<file path="config.mk">
export PLATFORM = sky130hd
export DESIGN_NAME = compact_song_event_parser
export DESIGN_NICKNAME = d
export VERILOG_FILES = /design/src/rtl/core/csep_pkg.sv /design/src/rtl/core/csep_front.sv /design/src/rtl/core/csep_queue.sv /design/src/rtl/core/csep_back.sv /design/src/rtl/core/compact_song_event_parser.sv
export SDC_FILE = /design/constraint.sdc
export NUM_CORES = 1
export LEC_CHECK = 0
export BUFFER_PORTS_ARGS = -buffer_cell sky130_fd_sc_hd__buf_2
export CAP_MARGIN = 15
export CORE_MARGIN = 1
export CORE_UTILIZATION = 29
export CTS_BUF_LIST = sky130_fd_sc_hd__clkbuf_4
export CTS_CLUSTER_SIZE = 40
export DETAILED_ROUTE_END_ITERATION = 8
export PLACE_DENSITY_LB_ADDON = 0.3
export RECOVER_POWER = 100
export SLEW_MARGIN = 20
export SYNTH_ARGS = -nofsm -noshare
export SYNTH_HDL_FRONTEND = slang
export SYNTH_HIERARCHICAL = 1
export SYNTH_SLANG_ARGS = --single-unit
</file>
<file path="constraint.sdc">
create_clock -name clk -period 11.44 [get_ports clk]
set_input_delay 1.716 -clock clk [delete_from_list [all_inputs] [get_ports clk]]
set_output_delay 1.716 -clock clk [all_outputs]
set_load 0.01 [all_outputs]
</file>
<file path="src/rtl/core/csep_pkg.sv">
// package for the compact song event parser
// shared types, codes and constants; no dependencies

package csep_pkg;

    localparam int ACC_W = 28;
    localparam logic [ACC_W-1:0] ACC_MAX = {ACC_W{1'b1}};

    localparam logic [1:0] KIND_CHAN  = 2'd0;
    localparam logic [1:0] KIND_SYSEX = 2'd1;
    localparam logic [1:0] KIND_EOT   = 2'd2;

    localparam logic [7:0] ST_SYSEX_START = 8'hF0;
    localparam logic [7:0] ST_SYSEX_END   = 8'hF7;
    localparam logic [7:0] ST_END_TRACK   = 8'hF2;
    localparam logic [7:0] ST_DELAY8      = 8'hF3;
    localparam logic [7:0] ST_DELAY16     = 8'hF4;
    localparam logic [7:0] ST_META        = 8'hFF;
    localparam logic [7:0] META_EOT       = 8'h2F;

    localparam logic [3:0] HI_NOTE_OFF = 4'h8;
    localparam logic [3:0] HI_NOTE_ON  = 4'h9;
    localparam logic [3:0] HI_AFTER    = 4'hA;
    localparam logic [3:0] HI_CTRL     = 4'hB;
    localparam logic [3:0] HI_PROG     = 4'hC;
    localparam logic [3:0] HI_CHPRESS  = 4'hD;
    localparam logic [3:0] HI_BEND     = 4'hE;
    localparam logic [3:0] HI_SYSTEM   = 4'hF;

    localparam logic [6:0] NOTE_OFF_VEL_RESET = 7'd64;

    typedef enum logic [2:0] {
        PH_CMD,
        PH_ONE,
        PH_TWO_A,
        PH_TWO_B,
        PH_DLY8,
        PH_DLY16_LO,
        PH_DLY16_HI,
        PH_SYSEX
    } phase_t;

    // one result as it leaves the block
    typedef struct packed {
        logic [1:0]       kind;
        logic [7:0]       status;
        logic [7:0]       data_first;
        logic [7:0]       data_second;
        logic [ACC_W-1:0] delta_ticks;
        logic             error;
    } result_t;

    // one queued request: a first result and an optional trailing end of track
    typedef struct packed {
        result_t first;
        logic    second_eot;
    } request_t;

endpackage

</file>
<file path="src/rtl/core/csep_front.sv">
// front end: accepts stream bytes, tracks parse state and delay, builds requests
// depends on csep_pkg

module csep_front
(
    input  logic                     clk,
    input  logic                     rst_n,
    input  logic                     accept,
    input  logic [7:0]               in_byte,
    input  logic                     stream_end,
    input  logic                     cfg_write,
    input  logic [6:0]               cfg_data,
    output logic                     push,
    output csep_pkg::request_t       push_data
);

    csep_pkg::phase_t               phase_reg, phase_next;
    logic [7:0]                     held_status_reg, held_status_next;
    logic [7:0]                     held_first_reg, held_first_next;
    logic [csep_pkg::ACC_W-1:0]     acc_reg, acc_next;
    logic                           ended_reg, ended_next;
    logic [6:0]                     nov_reg;

    logic [csep_pkg::ACC_W:0]       sum;
    logic [15:0]                    add_val;
    logic                           do_add;
    logic [csep_pkg::ACC_W-1:0]     acc_mid;
    logic                           emit1;
    logic                           eot1;
    logic                           err1;
    csep_pkg::result_t              res1;

    assign sum     = {1'b0, acc_reg} + {{(csep_pkg::ACC_W - 15){1'b0}}, add_val};
    assign acc_mid = !do_add ? acc_reg
                   : (sum[csep_pkg::ACC_W] ? csep_pkg::ACC_MAX : sum[csep_pkg::ACC_W-1:0]);

    always_ff @(posedge clk or negedge rst_n)
    begin
        if (!rst_n)
        begin
            phase_reg       <= csep_pkg::PH_CMD;
            held_status_reg <= '0;
            held_first_reg  <= '0;
            acc_reg         <= '0;
            ended_reg       <= 1'b0;
            nov_reg         <= csep_pkg::NOTE_OFF_VEL_RESET;
        end
        else
        begin
            phase_reg       <= phase_next;
            held_status_reg <= held_status_next;
            held_first_reg  <= held_first_next;
            acc_reg         <= acc_next;
            ended_reg       <= ended_next;
            if (cfg_write)
            begin
                nov_reg <= cfg_data;
            end
        end
    end

    always_comb
    begin
        phase_next       = phase_reg;
        held_status_next = held_status_reg;
        held_first_next  = held_first_reg;
        ended_next       = ended_reg;
        acc_next         = acc_reg;
        add_val          = '0;
        do_add           = 1'b0;
        emit1            = 1'b0;
        eot1             = 1'b0;
        err1             = 1'b0;
        res1             = '0;
        push             = 1'b0;
        push_data        = '0;

        if (accept && !ended_reg)
        begin
            case (phase_reg)
                csep_pkg::PH_CMD:
                begin
                    case (in_byte[7:4])
                        csep_pkg::HI_NOTE_OFF, csep_pkg::HI_PROG, csep_pkg::HI_CHPRESS:
                        begin
                            held_status_next = in_byte;
                            phase_next       = csep_pkg::PH_ONE;
                        end
                        csep_pkg::HI_NOTE_ON, csep_pkg::HI_AFTER, csep_pkg::HI_CTRL,
                        csep_pkg::HI_BEND:
                        begin
                            held_status_next = in_byte;
                            phase_next       = csep_pkg::PH_TWO_A;
                        end
                        csep_pkg::HI_SYSTEM:
                        begin
                            case (in_byte)
                                csep_pkg::ST_SYSEX_START: phase_next = csep_pkg::PH_SYSEX;
                                csep_pkg::ST_END_TRACK:   eot1 = 1'b1;
                                csep_pkg::ST_DELAY8:      phase_next = csep_pkg::PH_DLY8;
                                csep_pkg::ST_DELAY16:     phase_next = csep_pkg::PH_DLY16_LO;
                                default:
                                begin
                                    eot1 = 1'b1;
                                    err1 = 1'b1;
                                end
                            endcase
                        end
                        default:
                        begin
                            eot1 = 1'b1;
                            err1 = 1'b1;
                        end
                    endcase
                end
                csep_pkg::PH_ONE:
                begin
                    phase_next       = csep_pkg::PH_CMD;
                    emit1            = 1'b1;
                    res1.kind        = csep_pkg::KIND_CHAN;
                    res1.status      = held_status_reg;
                    res1.data_first  = in_byte;
                    res1.data_second = (held_status_reg[7:4] == csep_pkg::HI_NOTE_OFF)
                                       ? {1'b0, nov_reg} : 8'd0;
                end
                csep_pkg::PH_TWO_A:
                begin
                    held_first_next = in_byte;
                    phase_next      = csep_pkg::PH_TWO_B;
                end
                csep_pkg::PH_TWO_B:
                begin
                    phase_next       = csep_pkg::PH_CMD;
                    emit1            = 1'b1;
                    res1.kind        = csep_pkg::KIND_CHAN;
                    res1.status      = held_status_reg;
                    res1.data_first  = held_first_reg;
                    res1.data_second = in_byte;
                end
                csep_pkg::PH_DLY8:
                begin
                    do_add     = 1'b1;
                    add_val    = {8'd0, in_byte};
                    phase_next = csep_pkg::PH_CMD;
                end
                csep_pkg::PH_DLY16_LO:
                begin
                    held_first_next = in_byte;
                    phase_next      = csep_pkg::PH_DLY16_HI;
                end
                csep_pkg::PH_DLY16_HI:
                begin
                    do_add     = 1'b1;
                    add_val    = {in_byte, held_first_reg};
                    phase_next = csep_pkg::PH_CMD;
                end
                csep_pkg::PH_SYSEX:
                begin
                    emit1           = 1'b1;
                    res1.kind       = csep_pkg::KIND_SYSEX;
                    res1.status     = csep_pkg::ST_SYSEX_START;
                    res1.data_first = in_byte;
                    if (in_byte == csep_pkg::ST_SYSEX_END)
                    begin
                        phase_next = csep_pkg::PH_CMD;
                    end
                end
                default:
                begin
                    phase_next = csep_pkg::PH_CMD;
                end
            endcase

            // end of track from a command, or from stream end with no other result
            if (eot1 || (stream_end && !emit1))
            begin
                res1.kind        = csep_pkg::KIND_EOT;
                res1.status      = csep_pkg::ST_META;
                res1.data_first  = csep_pkg::META_EOT;
                res1.data_second = 8'd0;
                res1.error       = err1;
                emit1            = 1'b1;
            end

            if (eot1 || stream_end)
            begin
                ended_next = 1'b1;
                phase_next = csep_pkg::PH_CMD;
            end

            res1.delta_ticks     = acc_mid;
            acc_next             = emit1 ? '0 : acc_mid;
            push                 = emit1;
            push_data.first      = res1;
            push_data.second_eot = stream_end && !eot1 && (res1.kind != csep_pkg::KIND_EOT);
        end
    end

endmodule

</file>
<file path="src/rtl/core/csep_queue.sv">
// short request queue between the front end and the back end
// depends on csep_pkg

module csep_queue
#(
    parameter int DEPTH = 4
)
(
    input  logic                clk,
    input  logic                rst_n,
    input  logic                push,
    input  csep_pkg::request_t  push_data,
    input  logic                pop,
    output logic                full,
    output logic                empty,
    output csep_pkg::request_t  head
);

    localparam int PTR_W = (DEPTH > 1) ? $clog2(DEPTH) : 1;
    localparam int CNT_W = $clog2(DEPTH + 1);

    csep_pkg::request_t  mem [DEPTH];
    logic [PTR_W-1:0]    wr_ptr_reg, wr_ptr_next;
    logic [PTR_W-1:0]    rd_ptr_reg, rd_ptr_next;
    logic [CNT_W-1:0]    count_reg, count_next;

    assign full  = (count_reg == CNT_W'(DEPTH));
    assign empty = (count_reg == '0);
    assign head  = mem[rd_ptr_reg];

    always_comb
    begin
        wr_ptr_next = wr_ptr_reg;
        rd_ptr_next = rd_ptr_reg;
        count_next  = count_reg;
        if (push)
        begin
            wr_ptr_next = (wr_ptr_reg == PTR_W'(DEPTH - 1)) ? '0 : wr_ptr_reg + 1'b1;
        end
        if (pop)
        begin
            rd_ptr_next = (rd_ptr_reg == PTR_W'(DEPTH - 1)) ? '0 : rd_ptr_reg + 1'b1;
        end
        if (push && !pop)
        begin
            count_next = count_reg + 1'b1;
        end
        else if (pop && !push)
        begin
            count_next = count_reg - 1'b1;
        end
    end

    always_ff @(posedge clk or negedge rst_n)
    begin
        if (!rst_n)
        begin
            wr_ptr_reg <= '0;
            rd_ptr_reg <= '0;
            count_reg  <= '0;
        end
        else
        begin
            wr_ptr_reg <= wr_ptr_next;
            rd_ptr_reg <= rd_ptr_next;
            count_reg  <= count_next;
        end
    end

    always_ff @(posedge clk)
    begin
        if (push)
        begin
            mem[wr_ptr_reg] <= push_data;
        end
    end

endmodule

</file>
<file path="src/rtl/core/csep_back.sv">
// back end: drains queued requests into the registered result channel
// depends on csep_pkg

module csep_back
(
    input  logic                clk,
    input  logic                rst_n,
    input  logic                q_empty,
    input  csep_pkg::request_t  q_head,
    output logic                pop,
    input  logic                out_stall,
    output logic                out_valid,
    output csep_pkg::result_t   out_res,
    output logic                out_last
);

    logic               valid_reg, valid_next;
    logic               pending_reg, pending_next;
    csep_pkg::result_t  res_reg, res_next;
    logic               last_reg, last_next;
    logic               load;

    assign load      = !valid_reg || !out_stall;
    assign out_valid = valid_reg;
    assign out_res   = res_reg;
    assign out_last  = last_reg;

    always_comb
    begin
        valid_next   = valid_reg;
        pending_next = pending_reg;
        res_next     = res_reg;
        last_next    = last_reg;
        pop          = 1'b0;
        if (load)
        begin
            if (pending_reg)
            begin
                valid_next           = 1'b1;
                pending_next         = 1'b0;
                res_next             = '0;
                res_next.kind        = csep_pkg::KIND_EOT;
                res_next.status      = csep_pkg::ST_META;
                res_next.data_first  = csep_pkg::META_EOT;
                last_next            = 1'b1;
            end
            else if (!q_empty)
            begin
                pop          = 1'b1;
                valid_next   = 1'b1;
                pending_next = q_head.second_eot;
                res_next     = q_head.first;
                last_next    = !q_head.second_eot;
            end
            else
            begin
                valid_next = 1'b0;
            end
        end
    end

    always_ff @(posedge clk or negedge rst_n)
    begin
        if (!rst_n)
        begin
            valid_reg   <= 1'b0;
            pending_reg <= 1'b0;
        end
        else
        begin
            valid_reg   <= valid_next;
            pending_reg <= pending_next;
        end
    end

    always_ff @(posedge clk)
    begin
        res_reg  <= res_next;
        last_reg <= last_next;
    end

endmodule

</file>
<file path="src/rtl/core/compact_song_event_parser.sv">
// top level of the compact song event parser
// depends on csep_pkg, csep_front, csep_queue, csep_back
//
// Accepts one stream byte per clock while the queue is not full; the front end
// updates parse state and the saturating delay accumulator in the accept cycle
// and queues any results (QUEUE_DEPTH requests deep), and a registered output
// stage drains them one result per cycle while out_stall is low; each result
// passes the queue, then the output register. A byte that causes two results
// (an event completed by the stream_end byte) gives the event, then an end of
// track; in_stall rises only when the queue is full. After end of track all
// bytes are taken and dropped until reset. note_off_velocity is written through
// the cfg channel, which is always ready, and should change only while idle.

module compact_song_event_parser
#(
    parameter int QUEUE_DEPTH = 4
)
(
    input  logic                        clk,
    input  logic                        rst_n,
    input  logic                        cfg_valid,
    output logic                        cfg_ready,
    input  logic [6:0]                  note_off_velocity,
    input  logic                        in_valid,
    output logic                        in_stall,
    input  logic [7:0]                  in_byte,
    input  logic                        stream_end,
    output logic                        out_valid,
    input  logic                        out_stall,
    output logic [1:0]                  kind,
    output logic [7:0]                  status,
    output logic [7:0]                  data_first,
    output logic [7:0]                  data_second,
    output logic [csep_pkg::ACC_W-1:0]  delta_ticks,
    output logic                        error,
    output logic                        last
);

    logic                q_full;
    logic                q_empty;
    logic                push;
    logic                pop;
    csep_pkg::request_t  push_data;
    csep_pkg::request_t  q_head;
    csep_pkg::result_t   res;

    assign cfg_ready = 1'b1;
    assign in_stall  = q_full;

    csep_front u_front
    (
        .clk        (clk),
        .rst_n      (rst_n),
        .accept     (in_valid && !in_stall),
        .in_byte    (in_byte),
        .stream_end (stream_end),
        .cfg_write  (cfg_valid && cfg_ready),
        .cfg_data   (note_off_velocity),
        .push       (push),
        .push_data  (push_data)
    );

    csep_queue #(.DEPTH(QUEUE_DEPTH)) u_queue
    (
        .clk       (clk),
        .rst_n     (rst_n),
        .push      (push),
        .push_data (push_data),
        .pop       (pop),
        .full      (q_full),
        .empty     (q_empty),
        .head      (q_head)
    );

    csep_back u_back
    (
        .clk       (clk),
        .rst_n     (rst_n),
        .q_empty   (q_empty),
        .q_head    (q_head),
        .pop       (pop),
        .out_stall (out_stall),
        .out_valid (out_valid),
        .out_res   (res),
        .out_last  (last)
    );

    assign kind        = res.kind;
    assign status      = res.status;
    assign data_first  = res.data_first;
    assign data_second = res.data_second;
    assign delta_ticks = res.delta_ticks;
    assign error       = res.error;

endmodule

</file>
== Word-level counts from Yosys, hierarchy flattened ==
Memories as Yosys holds them, arrays and structs flattened.
Index checks and enable logic that the tools add are counted.
Widths: inputs -> output; s select.

* Output and inout bits: 59
* Word-level logic and storage cells: 134
* Bits of input ports: 21
* RAM bits: 224
* Memories kept: 1
* Bits in registers: 120

* Muxes and demuxes: 45
* Eq/ne operators: 29
* Reductions and logical operators: 36
* Add/sub/neg operators: 5

{| class="wikitable"
|+ Memories
! name !! depth !! width !! read ports !! clocked after Yosys merged registers in !! write ports !! line !! text
|-
| u_queue.mem || 4 || 56 || 1 || 0 || 1 || csep_queue.sv:22 || <nowiki>csep_pkg::request_t mem [DEPTH];</nowiki>
|}

{| class="wikitable"
|+ Operators with widths
! kind !! number
|-
| $mux 28 || 3
|-
| $mux 56 || 1
|-
| $mux 55 || 1
|-
| $mux 26 || 2
|-
| $pmux 17 s3 || 1
|-
| $eq 8x8->1 const B || 5
|-
| $eq 4x4->1 const B || 9
|-
| $pmux 16 s2 || 1
|-
| $add 28x16->29 || 1
|-
| $mux 1 || 22
|-
| $pmux 3 s3 || 2
|-
| $mux 16 || 1
|-
| $pmux 8 s2 || 1
|-
| $eq 3x3->1 const B || 5
|-
| $pmux 3 s5 || 1
|-
| $mux 3 || 4
|-
| $reduce_or 4->1 || 3
|-
| $logic_not 1->1 || 9
|-
| $reduce_or 3->1 || 3
|-
| $logic_and 1x1->1 || 7
|-
| $mux 7 || 1
|-
| $reduce_or 7->1 || 1
|-
| $eq 3x2->1 const B || 2
|-
| $logic_not 3->1 || 2
|-
| 17 further kinds || 27
|}

== Longest topological paths before layout ==
* Word-level depth: 15
* Mapped depth: 17
* Depth with buffers taken out: 14

== Hierarchy ==
Netlist, hierarchy kept.

{| class="wikitable"
|+ Modules (own cells, without submodules)
! module !! seq. area each (µm²) !! times used !! cells each !! area each (µm²)
|-
| csep_queue || 6901.6 || 1 || 330 || 8520.7
|-
| csep_front || 1377.6 || 1 || 559 || 4519.3
|-
| csep_back || 1731.7 || 1 || 126 || 2167.1
|-
| compact_song_event_parser || 0.0 || 1 || 3 || 25.0
|}

== Worst setup path after synthesis ==
No wires, ideal clock.

* Kind: in2reg
* Start: input port in_valid
* End: memory u_queue/mem[0][16] in the netlist's numbering, data pin
* Cell stages on the path: 16
* Path buffers: 3
* Setup time: 287 ps
* Required time: 11153 ps
* Arrival time: 4741 ps
* Path slack: 6412 ps
* Path through: nor2b_4 -> nor2b_1 -> clkbuf_1 -> nand2_1 -> clkbuf_1 -> nor2_1 -> ha_1 -> fa_1 -> a211o_1 -> a211o_1 -> a211oi_2 -> o21a_2 -> nor2_2 -> buf_6 -> nor2_1 -> a211oi_1

{| class="wikitable"
|+ RTL lines
! element !! line !! text
|-
| from (decl) || compact_song_event_parser.sv:24 || <nowiki>input logic in_valid,</nowiki>
|-
| to (decl) || csep_queue.sv:22 ||
|}

== Worst setup path after layout ==
* Start: input port in_byte[1]
* End: memory u_queue/mem[0][30] in the netlist's numbering (enable)

* Cells in the longest elaborated chain, start to end: 12
* Elaborated cells on any way between the ends: 14
* Those cells by class: 3 x eq/ne; 9 x mux; 2 x reduce/logical

{| class="wikitable"
|+ Ends and longest elaborated chain
! element !! line !! text
|-
| from (decl) || compact_song_event_parser.sv:26 || <nowiki>input logic [7:0] in_byte,</nowiki>
|-
| $eq 8x8->1 || csep_front.sv:97 || <nowiki>case (in_byte)</nowiki>
|-
| $reduce_or 3->1 (no source line) (*) || n/a ||
|-
| $mux 1 (*) || csep_front.sv:97 ||
|-
| $pmux 1 s2 (*) || csep_front.sv:83 || <nowiki>case (in_byte[7:4])</nowiki>
|-
| $mux 1 (*) || csep_front.sv:80 || <nowiki>case (phase_reg)</nowiki>
|-
| $mux 1 (*) || csep_front.sv:78 || <nowiki>if (accept && !ended_reg)</nowiki>
|-
| $logic_or 1x1->1 (*) || csep_front.sv:175 || <nowiki>if (eot1 || (stream_end && !emit1))</nowiki>
|-
| $mux 1 (*) || csep_front.sv:175 ||
|-
| $mux 1 (*) (2 in a row) || csep_front.sv:78 ||
|-
| named net push || compact_song_event_parser.sv:41 || <nowiki>logic push;</nowiki>
|-
| $mux 1 (*) || csep_queue.sv:72 || <nowiki>if (push)</nowiki>
|-
| $mux 1 (implied by the code) (*) || csep_queue.sv:74 || <nowiki>mem[wr_ptr_reg] <= push_data;</nowiki>
|}

The timed path passes the listed nets; every way through them passes the cells marked *. The select of a mux whose other input is x is not followed.

==> results.txt <==
Cell variety after synth - 78
Lkg Pwr - 6.48 nW
mux cell area share after synthesis - 0.108
num ports - 80
Starting Density - 0.295
Fillers - 5064
placed insts - 1733
Hold Path Class - flip-flop to flip-flop
Post-synth EDFFs - 280
Die Ht - 231 microns
CORE AREA - 0.0516 sq mm
largest family of logic cells by synthesized area - multiplexers
Post-synth top flop - edfxtp_1
Comb pwr share - 0.166
ANT nets after route - 0
remaining global-route overflow - 0
crit path DAT - 7.64 ns
sequential-to-total area share from yosys stat - 0.657
CP max stage cell - clkbuf_1
Max Cap Viol - 10
CTS Buf Count - 93
WL/cell - 18.8 microns
Port Buffers - 78
Clk Tree Root Cell - clkbuf_4
slowest stage delay, CP - 1.96 ns
Die Span X - 231 microns
number of global-route vias before repair - 9613
violations in the final reports - max-capacitance violations, max-slew violations
vias per cell - 4.73
pwr dens - 192 mW/mm^2
CP delay by family, top - buffers and inverters
Synth area leaders - edfxtp_1 (55%), dfrtp_1 (10%), mux4_2 (8.3%)
Detailed Routing Iterations Pass 1 - 5
routed wire length - 35900 microns
maximum vdd drop - 85.3 uV
Max H-tree Level - 3
Longest Clk Path Bufs - 3
unrepaired setup endpoints after global routing - no
Clk pwr share - 0.354
simple-gate share of the synthesized area - 0.0925
placer congestion estimate - 0.876
Final min period - 7.30 ns
DRC - 0
CTS-repair resized insts - 0
Syn Nets - 1063
Overall Power - 3.35 mW
Clk pin slew, worst setup/hold paths - 0.06 ns
ys async rst share - 0.186
Worst Path Max Fanout - 37
relative slew slack - -1.61
yosys warns - 6
NumNets Final - 1193
total track usage - 0.137
Reg power frac - 0.480
Final Non-Filler Cells - 1910
final hold vios - 0
synthesized flop and latch total - 344
# Post-CTS Setup Buffers - 0
Synth Cell Area - 0.0152 sq mm
status - complete, but fails checks
share of the synthesized area in the top cell type - 0.552
CP startpoint kind - input pin
DIE AREA - 0.0534 sq mm
layout cell share with drive strength beyond 1 - 0.227
initial antenna violation count - 8
Post-Synthesis Cells - 1018
CP Cell Sequence - clkbuf_1 -> or2_0 -> a21oi_1 -> o31ai_1 -> o21ai_0 -> inv_1 -> and2_0 -> clkbuf_1
clock skew - 0.0553 ns
max reg flops - 224
Critical Path Most Common Cell - clkbuf_1
post-synthesis compound-gate area fraction - 0.0865
number of DRC markers in iteration 0 - 485
nature of the critical path endpoint - flip-flop
CP required - 11.78 ns
CP bufs+invs - 3
switch share - 0.277
Hold Buf Count CTS - 0
P&R area growth vs syn - 14.4%
Synth area leader - edfxtp_1
Post-Synth XOR/XNOR Area - 0.00920
top cells by count, synth - edfxtp_1 (280), nor2_1 (78), dfrtp_1 (63)
FP Rows - 83
Max Freq - 137 MHz
Worst-Margin Slew - 3.91 ns
internal power - 2.42 mW
setup_tns - 0 ns
pin count of the biggest net entering global routing - 65
Setup-failing EPs final - 0
multi-input logic area - 0.00480 sq mm
Slew Limit Fails - 454
Clock Sinks - 344
first-pass GRT wire length - 55200 microns
top-count cell post-synth - edfxtp_1
CTS tree - yes
register area - 0.0100 sq mm
Post-DP HPWL - 22800 microns
net switching power - 929 uW
clk_lat worst skew - 0.81 ns
Avg Inst Size Synth - 15.0 sq um
final period utilization - 0.638
via count - 9040
CP Class - input pin to flip-flop
Adder-Cell Fraction of Synth Area - 0.0207
[through the flow]
stage          setup WS (ns)  utilization  hold WS (ns)  cell area [sq um]
3_3_place_gp            5.95        0.315         0.466              16300
6_report                4.14        0.338         0.484              17400
2_1_floorplan           6.41            -         0.450              15200
3_5_place_dp            5.79        0.315         0.473              16300
5_1_grt                 3.56        0.338         0.519              17400
4_1_cts                 6.48        0.341         0.486              17600
[power by group through the flow]
stage / clock network [mW] / logic, mW / registers [mW]
floorplan: 0 / 0.433 / 1.61
global placement: 0 / 0.594 / 1.64
CTS: 1.24 / 0.599 / 1.62
global route: 1.31 / 0.616 / 1.63
detailed placement: 0 / 0.598 / 1.64
finish: 1.19 / 0.556 / 1.61
[cell type report]
class,count,area share
Clock inverter,35,0.0156
Tap cell,680,0.0488
Sequential cell,344,0.574
Timing Repair Buffer,93,0.0223
Clock buffer,140,0.0603
Multi-Input combinational cell,602,0.275
Antenna cell,2,0.000287
Inverter,14,0.00301
[metal layers]
metal  vias to the layer above  GRT usage  routed length (microns)
met5                         -          0                       55
met4                         8     0.0561                      930
met3                        68     0.0410                     2010
met2                       206      0.226                    17500
met1                      4523      0.167                    15300
li1                       4235          -                        -
[worst paths after layout]
path / start / to / slack (ns) / cells after the start
min in group asynchronous: rst_n / u_front/acc_reg[23] / 2.39 / 2
max in group asynchronous: rst_n / u_queue/rd_ptr_reg[1] / 6.60 / 2
max reg2reg: u_front/phase_reg[1] / u_queue/mem[0][30] / 4.48 / 6
min reg2reg: u_front/held_status_reg[2] / u_front/held_status_reg[2] / 0.48 / 2
min: u_front/held_status_reg[2] / u_front/held_status_reg[2] / 0.48 / 2
max: in_byte[1] / u_queue/mem[0][30] / 4.14 / 8
[layout by cell type (no fill, tap or decap), types with 9 or more instances in the layout]
master    instances
a211oi_1         13
a21o_1           13
a21oi_1          48
a22oi_1          15
and3_1           14
buf_2            17
clkbuf_1         71
clkbuf_4        140
clkinv_1         24
dfrtp_1          62
edfxtp_1        280
ha_1             22
inv_1            14
mux2_2           23
mux2i_1          11
mux4_2           56
nand2_1          59
nand3_1          11
nor2_1           80
nor2b_1          46
nor3_1           10
o21ai_0          43
or2_1             9
or2_2             9
[kinds of logic (layout without fill, tap and decap cells)]
| group | count (synthesis) | count (layout) |
|---|---|---|
| AO/OA/AOI/OAI | 193 | 193 |
| XOR/XNOR | 16 | 16 |
| flip-flops | 344 | 344 |
| AND/OR/NAND/NOR | 277 | 277 |
| other | 1 | 3 |
| adder cells (fa/ha/maj) | 24 | 24 |
| buffers and inverters | 72 | 282 |
| multiplexers | 91 | 91 |
[worst reg2reg max path, stage by stage, from the launching register on]
cell and delay [ns]:
dfrtp_1 0.69, or3_1 0.53, o31ai_1 0.78, o21ai_0 0.59, inv_1 0.63, and2_0 1.23, clkbuf_1 1.99
Power figures use the tool's default switching activity.
